--- config.mk ---
export PLATFORM = sky130hd
export DESIGN_NAME = utf8_line_splitter
export DESIGN_NICKNAME = d
export VERILOG_FILES = /design/src/uls_pkg.sv /design/src/uls_front.sv /design/src/uls_queue.sv /design/src/uls_back.sv /design/src/utf8_line_splitter.sv
export SDC_FILE = /design/constraint.sdc
export NUM_CORES = 2
export LEC_CHECK = 0
export ABC_AREA = 0
export ABC_CLOCK_PERIOD_IN_PS = 38700
export BUFFER_PORTS_ARGS = -buffer_cell sky130_fd_sc_hd__buf_2
export CORE_MARGIN = 2
export CORE_UTILIZATION = 40
export DETAILED_ROUTE_END_ITERATION = 10
export PLACE_DENSITY = 0.65
export SYNTH_ARGS = -nofsm -noshare
export SYNTH_HDL_FRONTEND = slang
export SYNTH_SLANG_ARGS = --single-unit
export TNS_END_PERCENT = 10
--- constraint.sdc ---
create_clock -name clk -period 38.7 [get_ports clk]
set_input_delay 7.74 -clock clk [delete_from_list [all_inputs] [get_ports clk]]
set_output_delay 7.74 -clock clk [all_outputs]
set_load 0.005 [all_outputs]
--- src/uls_pkg.sv ---
`default_nettype none
package uls_pkg;

  localparam int OFFSET_BITS = 31;
  localparam int QUEUE_DEPTH = 4;
  localparam int QPTR_W      = $clog2(QUEUE_DEPTH);

  typedef logic [OFFSET_BITS-1:0] off_t;

  localparam off_t OFF_MAX = '1;

  // partial multi-byte line end: C2 seen, E2 seen, E2 80 seen
  typedef enum logic [1:0] {
    PM_IDLE,
    PM_C2,
    PM_E2,
    PM_E280
  } pm_t;

  typedef struct packed {
    off_t start;
    off_t stop;
    logic fin;
  } line_t;

  // one request's worth of results: one or two lines
  typedef struct packed {
    line_t line0;
    line_t line1;
    logic  two;
    logic  ovf;
  } entry_t;

endpackage
`default_nettype wire

--- src/uls_front.sv ---
`default_nettype none
module uls_front (
  input  wire logic            clk,
  input  wire logic            rst,
  input  wire logic            in_valid,
  output logic                 in_stall,
  input  wire logic [7:0]      data_byte,
  input  wire logic            byte_present,
  input  wire logic            end_of_string,
  input  wire logic            cfg_valid,
  output logic                 cfg_ready,
  input  wire logic [1:0]      cfg_index,
  input  wire logic            cfg_data,
  input  wire logic            q_full,
  output logic                 push,
  output uls_pkg::entry_t      entry
);
  import uls_pkg::*;

  localparam logic [1:0] CFG_DROP_EMPTY = 2'd0;
  localparam logic [1:0] CFG_NO_TAIL    = 2'd1;

  localparam logic [7:0] BYTE_LF   = 8'h0A;
  localparam logic [7:0] BYTE_VT   = 8'h0B;
  localparam logic [7:0] BYTE_FF   = 8'h0C;
  localparam logic [7:0] BYTE_CR   = 8'h0D;
  localparam logic [7:0] BYTE_C2   = 8'hC2;
  localparam logic [7:0] BYTE_E2   = 8'hE2;
  localparam logic [7:0] BYTE_80   = 8'h80;
  localparam logic [7:0] BYTE_NEL2 = 8'h85;
  localparam logic [7:0] BYTE_LS3  = 8'hA8;
  localparam logic [7:0] BYTE_PS3  = 8'hA9;

  typedef struct packed {
    line_t      line0;
    line_t      line1;
    logic [1:0] n;
  } acc_t;

  function automatic acc_t acc_push(acc_t a, off_t s, off_t e, logic f);
    acc_t r;
    r = a;
    if (a.n == 2'd0) begin
      r.line0 = '{start: s, stop: e, fin: f};
      r.n     = 2'd1;
    end else if (a.n == 2'd1) begin
      r.line1 = '{start: s, stop: e, fin: f};
      r.n     = 2'd2;
    end
    return r;
  endfunction

  // open line is sure to be reported later
  function automatic logic tail_certain(logic lo, logic lnt, off_t cs, off_t ce, logic eon);
    if (lo) return ce != cs;
    if (lnt) return !eon;
    return 1'b1;
  endfunction

  logic cfg_omit, cfg_no_tail;
  off_t byte_offset, current_start, current_end, partial_offset, held_start, held_end;
  pm_t  partial_match;
  logic cr_pending, ended_on_newline, overflow_seen, held_valid, in_string;
  logic lat_omit, lat_no_tail;

  off_t byte_offset_next, current_start_next, current_end_next, partial_offset_next;
  off_t held_start_next, held_end_next;
  pm_t  partial_match_next;
  logic cr_pending_next, ended_on_newline_next, overflow_seen_next, held_valid_next;
  logic in_string_next, lat_omit_next, lat_no_tail_next;

  logic accept;
  acc_t acc;
  off_t pos, nxt, nl_start;
  logic do_nl, ovf_out;

  assign in_stall  = q_full;
  assign cfg_ready = 1'b1;
  assign accept    = in_valid && !in_stall && (byte_present || end_of_string);

  always_ff @(posedge clk) begin
    if (rst) begin
      cfg_omit    <= 1'b0;
      cfg_no_tail <= 1'b0;
    end else if (cfg_valid) begin
      case (cfg_index)
        CFG_DROP_EMPTY: cfg_omit    <= cfg_data;
        CFG_NO_TAIL:    cfg_no_tail <= cfg_data;
        default: ;
      endcase
    end
  end

  always_comb begin
    byte_offset_next      = byte_offset;
    current_start_next    = current_start;
    current_end_next      = current_end;
    partial_offset_next   = partial_offset;
    partial_match_next    = partial_match;
    cr_pending_next       = cr_pending;
    ended_on_newline_next = ended_on_newline;
    overflow_seen_next    = overflow_seen;
    held_valid_next       = held_valid;
    held_start_next       = held_start;
    held_end_next         = held_end;
    in_string_next        = in_string;
    lat_omit_next         = lat_omit;
    lat_no_tail_next      = lat_no_tail;
    acc                   = '0;
    pos                   = byte_offset;
    nxt                   = byte_offset;
    nl_start              = byte_offset;
    do_nl                 = 1'b0;
    ovf_out               = overflow_seen;

    if (accept) begin
      if (!in_string) begin
        in_string_next   = 1'b1;
        lat_omit_next    = cfg_omit;
        lat_no_tail_next = cfg_no_tail;
      end
      if (byte_present) begin
        if (pos == OFF_MAX) begin
          nxt                = OFF_MAX;
          overflow_seen_next = 1'b1;
        end else begin
          nxt = pos + off_t'(1);
        end
        if (cr_pending && data_byte == BYTE_LF) begin
          // LF completing CRLF
          cr_pending_next    = 1'b0;
          current_start_next = nxt;
          current_end_next   = nxt;
        end else begin
          cr_pending_next = 1'b0;
          if (ended_on_newline_next) begin
            ended_on_newline_next = 1'b0;
            if (held_valid_next && tail_certain(lat_omit_next, lat_no_tail_next,
                current_start_next, current_end_next, ended_on_newline_next)) begin
              acc = acc_push(acc, held_start_next, held_end_next, 1'b0);
              held_valid_next = 1'b0;
            end
          end
          if ((partial_match_next == PM_C2 && data_byte == BYTE_NEL2) ||
              (partial_match_next == PM_E280 &&
               (data_byte == BYTE_LS3 || data_byte == BYTE_PS3))) begin
            partial_match_next = PM_IDLE;
            do_nl              = 1'b1;
            nl_start           = partial_offset_next;
          end else if (partial_match_next == PM_E2 && data_byte == BYTE_80) begin
            partial_match_next = PM_E280;
          end else begin
            if (partial_match_next != PM_IDLE) begin
              // broken sequence: its bytes are text
              current_end_next   = pos;
              partial_match_next = PM_IDLE;
              if (held_valid_next && tail_certain(lat_omit_next, lat_no_tail_next,
                  current_start_next, current_end_next, ended_on_newline_next)) begin
                acc = acc_push(acc, held_start_next, held_end_next, 1'b0);
                held_valid_next = 1'b0;
              end
            end
            case (data_byte)
              BYTE_LF, BYTE_VT, BYTE_FF: begin
                do_nl    = 1'b1;
                nl_start = pos;
              end
              BYTE_CR: begin
                do_nl           = 1'b1;
                nl_start        = pos;
                cr_pending_next = 1'b1;
              end
              BYTE_C2: begin
                partial_match_next  = PM_C2;
                partial_offset_next = pos;
              end
              BYTE_E2: begin
                partial_match_next  = PM_E2;
                partial_offset_next = pos;
              end
              default: begin
                current_end_next = nxt;
                if (held_valid_next && tail_certain(lat_omit_next, lat_no_tail_next,
                    current_start_next, current_end_next, ended_on_newline_next)) begin
                  acc = acc_push(acc, held_start_next, held_end_next, 1'b0);
                  held_valid_next = 1'b0;
                end
              end
            endcase
          end
          if (do_nl) begin
            if (!(lat_omit_next && current_end_next == current_start_next)) begin
              if (held_valid_next) acc = acc_push(acc, held_start_next, held_end_next, 1'b0);
              held_start_next = current_start_next;
              held_end_next   = nl_start;
              held_valid_next = 1'b1;
            end
            current_start_next    = nxt;
            current_end_next      = nxt;
            ended_on_newline_next = 1'b1;
            if (held_valid_next && tail_certain(lat_omit_next, lat_no_tail_next,
                current_start_next, current_end_next, ended_on_newline_next)) begin
              acc = acc_push(acc, held_start_next, held_end_next, 1'b0);
              held_valid_next = 1'b0;
            end
          end
        end
        byte_offset_next = nxt;
      end
      ovf_out = overflow_seen_next;

      if (end_of_string) begin
        if (partial_match_next != PM_IDLE) begin
          current_end_next   = byte_offset_next;
          partial_match_next = PM_IDLE;
          if (held_valid_next && tail_certain(lat_omit_next, lat_no_tail_next,
              current_start_next, current_end_next, ended_on_newline_next)) begin
            acc = acc_push(acc, held_start_next, held_end_next, 1'b0);
            held_valid_next = 1'b0;
          end
        end
        if (tail_certain(lat_omit_next, lat_no_tail_next, current_start_next,
            current_end_next, ended_on_newline_next)) begin
          if (held_valid_next) acc = acc_push(acc, held_start_next, held_end_next, 1'b0);
          acc = acc_push(acc, current_start_next, current_end_next, 1'b1);
        end else if (held_valid_next) begin
          acc = acc_push(acc, held_start_next, held_end_next, 1'b1);
        end
        // back to the state of a fresh string
        byte_offset_next      = '0;
        current_start_next    = '0;
        current_end_next      = '0;
        partial_match_next    = PM_IDLE;
        partial_offset_next   = '0;
        cr_pending_next       = 1'b0;
        ended_on_newline_next = 1'b0;
        overflow_seen_next    = 1'b0;
        held_valid_next       = 1'b0;
        in_string_next        = 1'b0;
      end
    end
  end

  assign push        = accept && (acc.n != 2'd0);
  assign entry.line0 = acc.line0;
  assign entry.line1 = acc.line1;
  assign entry.two   = (acc.n == 2'd2);
  assign entry.ovf   = ovf_out;

  always_ff @(posedge clk) begin
    if (rst) begin
      byte_offset      <= '0;
      current_start    <= '0;
      current_end      <= '0;
      partial_match    <= PM_IDLE;
      cr_pending       <= 1'b0;
      ended_on_newline <= 1'b0;
      overflow_seen    <= 1'b0;
      held_valid       <= 1'b0;
      in_string        <= 1'b0;
      lat_omit         <= 1'b0;
      lat_no_tail      <= 1'b0;
    end else begin
      byte_offset      <= byte_offset_next;
      current_start    <= current_start_next;
      current_end      <= current_end_next;
      partial_match    <= partial_match_next;
      cr_pending       <= cr_pending_next;
      ended_on_newline <= ended_on_newline_next;
      overflow_seen    <= overflow_seen_next;
      held_valid       <= held_valid_next;
      in_string        <= in_string_next;
      lat_omit         <= lat_omit_next;
      lat_no_tail      <= lat_no_tail_next;
    end
  end

  always_ff @(posedge clk) begin
    partial_offset <= partial_offset_next;
    held_start     <= held_start_next;
    held_end       <= held_end_next;
  end

endmodule
`default_nettype wire

--- src/uls_queue.sv ---
`default_nettype none
module uls_queue (
  input  wire logic            clk,
  input  wire logic            rst,
  input  wire logic            push,
  input  uls_pkg::entry_t      wdata,
  output logic                 full,
  input  wire logic            pop,
  output logic                 rvalid,
  output uls_pkg::entry_t      rdata
);
  import uls_pkg::*;

  entry_t            mem [QUEUE_DEPTH];
  logic [QPTR_W-1:0] wr_ptr, rd_ptr;
  logic [QPTR_W:0]   count;

  logic do_push, do_pop;

  assign full    = (count == (QPTR_W+1)'(QUEUE_DEPTH));
  assign rvalid  = (count != '0);
  assign rdata   = mem[rd_ptr];
  assign do_push = push && !full;
  assign do_pop  = pop && rvalid;

  always_ff @(posedge clk) begin
    if (do_push) mem[wr_ptr] <= wdata;
  end

  always_ff @(posedge clk) begin
    if (rst) begin
      wr_ptr <= '0;
      rd_ptr <= '0;
      count  <= '0;
    end else begin
      if (do_push) wr_ptr <= wr_ptr + QPTR_W'(1);
      if (do_pop) rd_ptr <= rd_ptr + QPTR_W'(1);
      case ({do_push, do_pop})
        2'b10:   count <= count + (QPTR_W+1)'(1);
        2'b01:   count <= count - (QPTR_W+1)'(1);
        default: count <= count;
      endcase
    end
  end

endmodule
`default_nettype wire

--- src/uls_back.sv ---
`default_nettype none
module uls_back (
  input  wire logic            clk,
  input  wire logic            rst,
  input  wire logic            q_valid,
  input  uls_pkg::entry_t      q_data,
  output logic                 pop,
  output logic                 out_valid,
  input  wire logic            out_stall,
  output logic [30:0]          line_start,
  output logic [30:0]          line_end,
  output logic                 final_line,
  output logic                 last_in_run,
  output logic                 offset_overflow
);
  import uls_pkg::*;

  logic  sel;   // next line of the head entry to send
  logic  load;
  line_t pick;
  logic  pick_last;

  assign load      = q_valid && (!out_valid || !out_stall);
  assign pick      = sel ? q_data.line1 : q_data.line0;
  assign pick_last = sel || !q_data.two;
  assign pop       = load && pick_last;

  always_ff @(posedge clk) begin
    if (rst) begin
      out_valid <= 1'b0;
      sel       <= 1'b0;
    end else begin
      if (load) begin
        out_valid <= 1'b1;
        sel       <= !pick_last;
      end else if (!out_stall) begin
        out_valid <= 1'b0;
      end
    end
  end

  always_ff @(posedge clk) begin
    if (load) begin
      line_start      <= 31'(pick.start);
      line_end        <= 31'(pick.stop);
      final_line      <= pick.fin;
      last_in_run     <= pick_last;
      offset_overflow <= q_data.ovf;
    end
  end

endmodule
`default_nettype wire

--- src/utf8_line_splitter.sv ---
// UTF-8 line splitter.
// Input channel (in_valid / in_stall): one request per byte of a string, with
// byte_present low for an end-only request and end_of_string marking the last.
// Output channel (out_valid / out_stall): one request per line, giving the
// byte span [line_start, line_end), final_line, last_in_run and
// offset_overflow. A byte causes zero, one or two lines.
// Config channel (cfg_valid / cfg_ready, always ready): index 0 drops empty
// lines, index 1 opens no tail after a closing newline; sampled by the first
// request of a string.
// Path: with the queue empty and the output free, a line is written into the
// queue when the byte that completes it is accepted, then loaded into the output register.
// Throughput: one byte per cycle while in_stall is low; the output register sends
// one line per cycle while out_stall is low, so the two lines of a byte go out
// one after the other, absorbed by the four-entry queue between front and back.
// Receiver stall: the output holds, the queue fills, and in_stall rises when
// the queue is full.
// Reset: sync, active high; clears string state, queue and config (both 0).
`default_nettype none
module utf8_line_splitter (
  input  wire logic        clk,
  input  wire logic        rst,
  input  wire logic        in_valid,
  output logic             in_stall,
  input  wire logic [7:0]  data_byte,
  input  wire logic        byte_present,
  input  wire logic        end_of_string,
  input  wire logic        cfg_valid,
  output logic             cfg_ready,
  input  wire logic [1:0]  cfg_index,
  input  wire logic        cfg_data,
  output logic             out_valid,
  input  wire logic        out_stall,
  output logic [30:0]      line_start,
  output logic [30:0]      line_end,
  output logic             final_line,
  output logic             last_in_run,
  output logic             offset_overflow
);
  import uls_pkg::*;

  logic   push, q_full, q_valid, pop;
  entry_t push_data, q_data;

  uls_front u_front (
    .clk           (clk),
    .rst           (rst),
    .in_valid      (in_valid),
    .in_stall      (in_stall),
    .data_byte     (data_byte),
    .byte_present  (byte_present),
    .end_of_string (end_of_string),
    .cfg_valid     (cfg_valid),
    .cfg_ready     (cfg_ready),
    .cfg_index     (cfg_index),
    .cfg_data      (cfg_data),
    .q_full        (q_full),
    .push          (push),
    .entry         (push_data)
  );

  uls_queue u_queue (
    .clk    (clk),
    .rst    (rst),
    .push   (push),
    .wdata  (push_data),
    .full   (q_full),
    .pop    (pop),
    .rvalid (q_valid),
    .rdata  (q_data)
  );

  uls_back u_back (
    .clk             (clk),
    .rst             (rst),
    .q_valid         (q_valid),
    .q_data          (q_data),
    .pop             (pop),
    .out_valid       (out_valid),
    .out_stall       (out_stall),
    .line_start      (line_start),
    .line_end        (line_end),
    .final_line      (final_line),
    .last_in_run     (last_in_run),
    .offset_overflow (offset_overflow)
  );

  // a byte that produced lines leaves the queue non-empty
  assert property (@(posedge clk) disable iff (rst) push |=> q_valid)
    else $error("queue empty after push");

  // the second line of a pair follows straight after the first
  assert property (@(posedge clk) disable iff (rst)
    out_valid && !out_stall && !last_in_run |=> out_valid)
    else $error("second line of a pair missing");

  // the front never offers lines while the queue is full
  assert property (@(posedge clk) disable iff (rst) push |-> !q_full)
    else $error("push into full queue");

  assert property (@(posedge clk) rst |=> !out_valid)
    else $error("output valid after reset");

endmodule
`default_nettype wire
* Word level (Yosys, flattened, before mapping)
Memory sizes are Yosys's and may differ from the RTL's. A register that Yosys moved wholly into a read port is not among the register bits.
Cells that the tools add are included.
** Operators by class
- $add $sub $neg :: 5
- Multiply operators :: 0
- Div/mod/pow operators :: 0
- $lt $le $gt $ge :: 0
- Eq/ne operators :: 36
- Shifts and indexed selects :: 0
- Mux-type cells :: 299
- Bitwise operators :: 0
- Reductions and logical operators :: 51
** Operator list (number)
- $mux 128 :: 42
- $mux 31 :: 39
- $mux 63 :: 17
- $mux 65 :: 8
- $mux 1 :: 174
- $ne 31x31->1 :: 5
- $eq 8x8->1 const B :: 6
- $mux 2 :: 17
- $eq 8x4->1 const B :: 4
- $add 31x1->31 const B :: 1
- $eq 31x31->1 :: 1
- $eq 31x31->1 const B :: 1
- $eq 2x1->1 const B :: 10
- $logic_and 1x1->1 :: 17
- $logic_not 2->1 :: 8
- $reduce_bool 2->1 :: 6
- $eq 2x2->1 const B :: 4
- $logic_not 1->1 :: 7
- $ne 2x2->1 const B :: 3
- $pmux 3 s2 :: 1
- $reduce_and 2->1 :: 3
- $reduce_and 6->1 :: 1
- $reduce_or 6->1 :: 1
- $logic_or 1x1->1 :: 5
- 9 further kinds :: 10
** Storage, ports and cells
- Register bits :: 271
- Bits in latches :: 0
- RAM bits :: 512
- Bits in read-only memories :: 0
- Input bits :: 18
- Output and inout port bits :: 68
- Word-level logic and storage cells :: 418
- Memories :: 1
** Memories
- u_queue.mem :: words 4, width 128, read ports 1, clocked after memory_dff 1, wr ports 1, RTL line uls_queue.sv:14 : entry_t mem [QUEUE_DEPTH];

* Depth between registers and ports, before layout
- Word-level depth :: 89
- Gate-level depth with buffers :: 40
- Mapped depth without buffers :: 39

* Hierarchy
A second synthesis with hierarchy kept.
** Second synthesis, totals
- Cell total of the unflattened synthesis :: 3736
- Area, all modules :: 42818.6 sq um
** Modules (own cells, without submodules)
- uls_front :: instances 1, cells each 2871, area an instance 20970.1 sq um, sequential area each 4874.7 sq um
- uls_queue :: instances 1, cells each 720, area an instance 19042.0 sq um, sequential area each 15554.9 sq um
- uls_back :: instances 1, cells each 145, area an instance 2806.4 sq um, sequential area each 1991.9 sq um

* Worst setup path before layout
Ideal clock, no wire load.
- Path kind :: input -> register
- Start point :: input data_byte[5]
- End point :: memory u_queue.mem[0][0] in the netlist's numbering, enable pin
- Setup time :: 633 ps
- Data arrival time :: 19313 ps
- Data required time :: 38067 ps
- Path slack :: 18755 ps
- Stages :: 27
- Buffers on the path :: 2
- Path through :: clkbuf_2 > nor3b_1 > nand3_1 > a21oi_1 > nor2_1 > o221ai_1 > o32ai_1 > or4_1 > nor4_1 > nand3_1 > and2_1 > buf_2 > a21boi_0 > ha_1 > and3_1 > a311o_1 > ha_1 > mux2_2 > ha_1 > mux2i_1 > nand2_1 > o21a_1 > inv_1 > ha_1 > o32ai_1 > a311oi_4 > nor2b_1
** Between the ends
- Longest elaborated chain between the ends :: 50
- Elaborated cells on any way between the ends :: 147
- Those cells by class :: eq/ne: 18; mux: 108; reduce/logical: 21
** Ends and longest elaborated chain
- start: declaration :: RTL line utf8_line_splitter.sv:24 : input wire logic [7:0] data_byte,
- $eq 8x4->1, or another cell as far along :: RTL line uls_front.sv:163 : case (data_byte)
- $reduce_or 6->1 (no source line) / $logic_or 1x1->1 (equally long branches)
- $mux 128 / $logic_and 1x1->1 (equally long branches) :: RTL line uls_front.sv:163, uls_front.sv:145
- $mux 128 / $logic_or 1x1->1 (equally long branches) :: RTL line uls_front.sv:150, uls_front.sv:144
- $mux 128 :: RTL line uls_front.sv:144 : if ((partial_match_next == PM_C2 && data_byte == BYTE_NEL2) ||
- $mux 128 :: RTL line uls_front.sv:129 : if (cr_pending && data_byte == BYTE_LF) begin
- $mux 128 :: RTL line uls_front.sv:122 : if (byte_present) begin
- $mux 128 :: RTL line uls_front.sv:116 : if (accept) begin
- [34 not listed]
- $mux 128 :: RTL line uls_front.sv:222 : if (tail_certain(lat_omit_next, lat_no_tail_next, current_start_next,
- $mux 128 * :: RTL line uls_front.sv:212 : if (end_of_string) begin
- $mux 128 * :: RTL line uls_front.sv:116
- $reduce_bool 2->1 * :: RTL line uls_front.sv:244 : assign push = accept && (acc.n != 2'd0);
- $logic_and 1x1->1 * :: RTL line uls_front.sv:244
- $logic_and 1x1->1 * :: RTL line uls_queue.sv:23 : assign do_push = push && !full;
- $mux 1 * :: RTL line uls_queue.sv:27 : if (do_push) mem[wr_ptr] <= wdata;
- $mux 1 (implied by the code) * :: RTL line uls_queue.sv:27
- end: declaration :: RTL line uls_queue.sv:14
Every way passes the cells marked *; elsewhere a longest branch is shown, timed or not. The select of a mux whose other input is x is not followed.

* Worst setup path after layout
- Start point :: input data_byte[3]
- End point :: memory u_queue.mem[3][79] in the netlist's numbering, enable pin
The elaborated chain is that of the path after synthesis.

==> results.txt <==
* Peak per-stage delay on the critical path: 850 ps
* Syn nets: 4229
* RSZ-0062 raised after global routing: no
- Measured in cells, the most critical reg-to-reg path has a length of 28.
* Width of the die: 337 um
* Mux share of post-synthesis cell area: 0.103
- Post-cts hold buffer count: 0
- Nets: 4177
- Worst-case hold slack: 466 ps
- Post-CTS repair changed the size of 0 cells.
* Worst R2R End: u_queue.mem[3][79]
* Maximum clock skew at final layout: 38.1 ps
* Cell types with the largest area share after synthesis: sky130_fd_sc_hd__edfxtp_1, sky130_fd_sc_hd__mux4_2, sky130_fd_sc_hd__nand2_1
- Counting every instance in the synthesized netlist gives 4183.
* Top cells by count, synth: sky130_fd_sc_hd__edfxtp_1, sky130_fd_sc_hd__nand2_1, sky130_fd_sc_hd__nor2_1
- Starting density of the core: 0.401
- Critical path destination: u_queue.mem[3][79]
- Core Region: 110000 um2
- After global routing the overflow that remains totals 0.
* Placed cell count: 5532
* Worst Setup Path Type: in2reg
- The floorplan has 122 rows.
- Half-perimeter wire length of the detailed placement result: 133000 um
- Counting the buffers created by CTS gives 85.
- TritonCTS clock tree: done
- The slowest stage of the critical path belongs to the cell sky130_fd_sc_hd__nor2b_4.
- Leaving out filler cells and counting taps, the final layout contains 5693.
- The share of the Yosys chip area taken by registers is 0.507.
- The count of nets left with antenna violations once routing finished came out at 0.
- The startpoint identified for the worst register-to-register timing path is u_front.byte_offset[7].
- Number of top-level pins: 86
- Die area: 113000 um2
- In the final routed layout, each cell accounts on average for 34.6 um.
* Number of synthesized flops with an enable pin: 670
- Pin count of the biggest net entering global routing: 141
- Maximum Capacitance Violations: 0
- The first global-routing pass estimated 274000 um of wire.
- Worst reg2reg setup slack: 26310 ps
* GPL Wtd Cong: 1.08
- The startpoint identified for the worst hold timing path is u_back.out_valid.
* Layout cell share with drive strength beyond 1: 0.171
* Area of the mapped netlist: 44200 um2
* Maximum level of the CTS H-tree: 3
- Hold WC Path Type: reg2reg
- Of all cell types, the one taking the most synthesized area is sky130_fd_sc_hd__edfxtp_1.
* Startpoint types: primary input
- Of the total synthesized cell area, the portion taken by AND, OR, NAND and NOR gates is 0.154.
- Of the post-synthesis cell area, the dominant cell type holds 0.455.
- The number of pins exceeding their max-slew limit in the final report came to 0.
- In the finished design, the share of the clock period the worst path needs comes to 0.467.
- CTS sink count: 785
* Fraction of the mapped netlist area in adder cells: 0.00809
- Number of antenna violations at the first check in global routing: 15
- In this run the deepest clock path goes through 3 buffers.
- Worst-case headroom to the max-slew limit: 0.0534
* Highest clock rate: 0.0554 GHz
- Of the total synthesized cell area, the portion taken by XOR and XNOR cells is 0.0253.
- The root buffer cell chosen for the clock tree is sky130_fd_sc_hd__clkbuf_16.
- Setup violations remaining at the end of the flow were counted as 0.
- Layout overhead on the synthesized area: 11.7%
- For this run, design rule violations remaining after detail routing come to 0.
* Warning count from the yosys run: 0
* Most frequent cell after synthesis: sky130_fd_sc_hd__edfxtp_1
- IR analysis of the VDD net gives a maximum drop of 0.0269 mV.
* Total via count after detailed routing: 37994
- For this run, the leading register cell type out of synthesis is sky130_fd_sc_hd__edfxtp_1.
- The worst path in the final design needs a cycle of 18060 ps, including I/O delays and setup.
* Count of filler cells inserted in the layout: 10312
* Hold violation total from the final report: 0
* Crit path max fanout: 52
- Synthesized-area fraction occupied by ao, oa, aoi and oai cells: 0.162
* Actual slew at the worst max-slew pin: 1420 ps
- In this run the tool buffered the top-level ports with 84 buffer cells.
- Chip height: 337 um
- Synthesis inferred 785 register bits.
- Launching instance or port of the critical path: data_byte[3]
* Total global-route track usage: 0.342
- DR vias/cell: 6.67
- Clock-pin slew on the worst setup and hold paths: 60 ps
- Worst endpoint required time: 39010 ps
- Arr. time, crit path: 18370 ps
- In this run the power density over the cells is 45.2 nW/um2.
- By area, the combinational part of the netlist is dominated by compound AO/OA/AOI/OAI gates.
- Outcome: finished clean
* Clock network latency to the later pin of the worst-skew pair: 700 ps
* Via count of the first global-routing pass: 35059
* Total wirelength of the detailed-routed design: 197000 um
- Syn Area/Cell: 10.6 um2
* Element type at the critical path end: flip-flop
- Leakage Power: 0.0173 uW
* Post-CTS setup-driven buffer insertion count: 0
* Final sum of negative setup slack: 0 ps
- Initial DRT Pass Iterations: 6
- The netlist uses 106 different library cells.
- In this run, the number of DRC markers left after iteration 0 of detailed routing was 5824.
- Async set or reset register ratio after synthesis: 0
-- worst min path at each step --
| stage | to | slack, ps | cells past startpoint |
|---|---|---|---|
| 5_1_grt | u_back.out_valid | 490 | 2 |
| 3_3_place_gp | u_back.out_valid | 450 | 2 |
| 2_1_floorplan | u_front.cr_pending | 440 | 2 |
| 3_5_place_dp | u_back.out_valid | 460 | 2 |
| 6_report | u_back.out_valid | 470 | 2 |
| 4_1_cts | u_back.out_valid | 470 | 2 |
-- per-layer routing --
| layer | share of wire | up-vias | GRT usage |
|---|---|---|---|
| li1 | - | 15822 | - |
| met1 | 0.39 | 18822 | 0.457 |
| met2 | 0.42 | 2710 | 0.486 |
| met3 | 0.12 | 626 | 0.103 |
| met4 | 0.073 | 14 | 0.209 |
| met5 | 0.00064 | - | 0 |
-- flip-flops by register name, indices dropped and copies added, names as in the netlist, 2 cells and up, named ones only --
name and count:
u_front.current_start 31, u_queue.rd_ptr 2, u_queue.wr_ptr 2, u_queue.mem 512, u_front.partial_match 2, u_front.byte_offset 31, u_back.line_end 31, u_queue.count 3
u_front.held_start 31, u_front.held_end 31, u_front.partial_offset 31, u_back.line_start 31, u_front.current_end 31
-- worst max-delay path: cells and delay by family --
| kind | cells | cell delay, ps |
|---|---|---|
| AO/OA/AOI/OAI | 8 | 3230 |
| adder cells (fa/ha/maj) | 4 | 1030 |
| buffers and inverters | 6 | 2290 |
| multiplexers | 1 | 180 |
| AND/OR/NAND/NOR | 10 | 3690 |
-- power breakdown --
| part | internal (uW) | switching [uW] | total, uW |
|---|---|---|---|
| clock | 482 | 362 | 844 |
| combinational | 147 | 225 | 372 |
| sequential | 990 | 27.0 | 1020 |
-- cell families after synthesis --
group | Yosys count
AOI/OAI and AO/OA | 1028
xor gates and xnor gates | 128
adders and majority gates | 28
buffers and inverters | 463
DFF | 785
muxes | 283
other | 1
and+or+nand+nor | 1467
-- cells in the final DEF (no fill, tap or decap), types with 67 or more instances in the layout --
cell	Yosys	layout
sky130_fd_sc_hd__edfxtp_1	670	670
sky130_fd_sc_hd__nand2_1	642	638
sky130_fd_sc_hd__nor2_1	304	301
sky130_fd_sc_hd__a21oi_1	254	252
sky130_fd_sc_hd__buf_4	4	169
sky130_fd_sc_hd__o21ai_0	140	138
sky130_fd_sc_hd__mux4_2	128	128
sky130_fd_sc_hd__dfxtp_1	115	112
sky130_fd_sc_hd__nor3_1	107	106
sky130_fd_sc_hd__mux2_2	99	99
sky130_fd_sc_hd__a221oi_1	96	96
sky130_fd_sc_hd__a22oi_1	91	91
sky130_fd_sc_hd__clkbuf_16	0	87
sky130_fd_sc_hd__buf_2	57	81
sky130_fd_sc_hd__or3_1	72	72
sky130_fd_sc_hd__inv_1	69	67
sky130_fd_sc_hd__xor2_1	67	67
-- through the flow --
stage	total power, uW	util	area [um2]	setup WS, ps
floorplan	1280	-	44200	18750
CTS	2250	0.448	49400	20810
global placement	1410	0.422	46600	20130
finish	2230	0.448	49400	20650
detailed placement	1410	0.422	46600	20160
global route	2310	0.448	49400	19930
-- cell type report --
class,count,area (um2),share of cell area
multi-input combinational,2935,20300,0.410
clock inverter,59,647,0.0131
tap,1488,1860,0.0377
timing repair buffer,252,1710,0.0347
sequential,785,22400,0.454
clock buffer,96,2210,0.0447
antenna,6,15.0,0.000304
inverter,72,274,0.00554
Note: power is estimated with default switching activity, not from simulation.
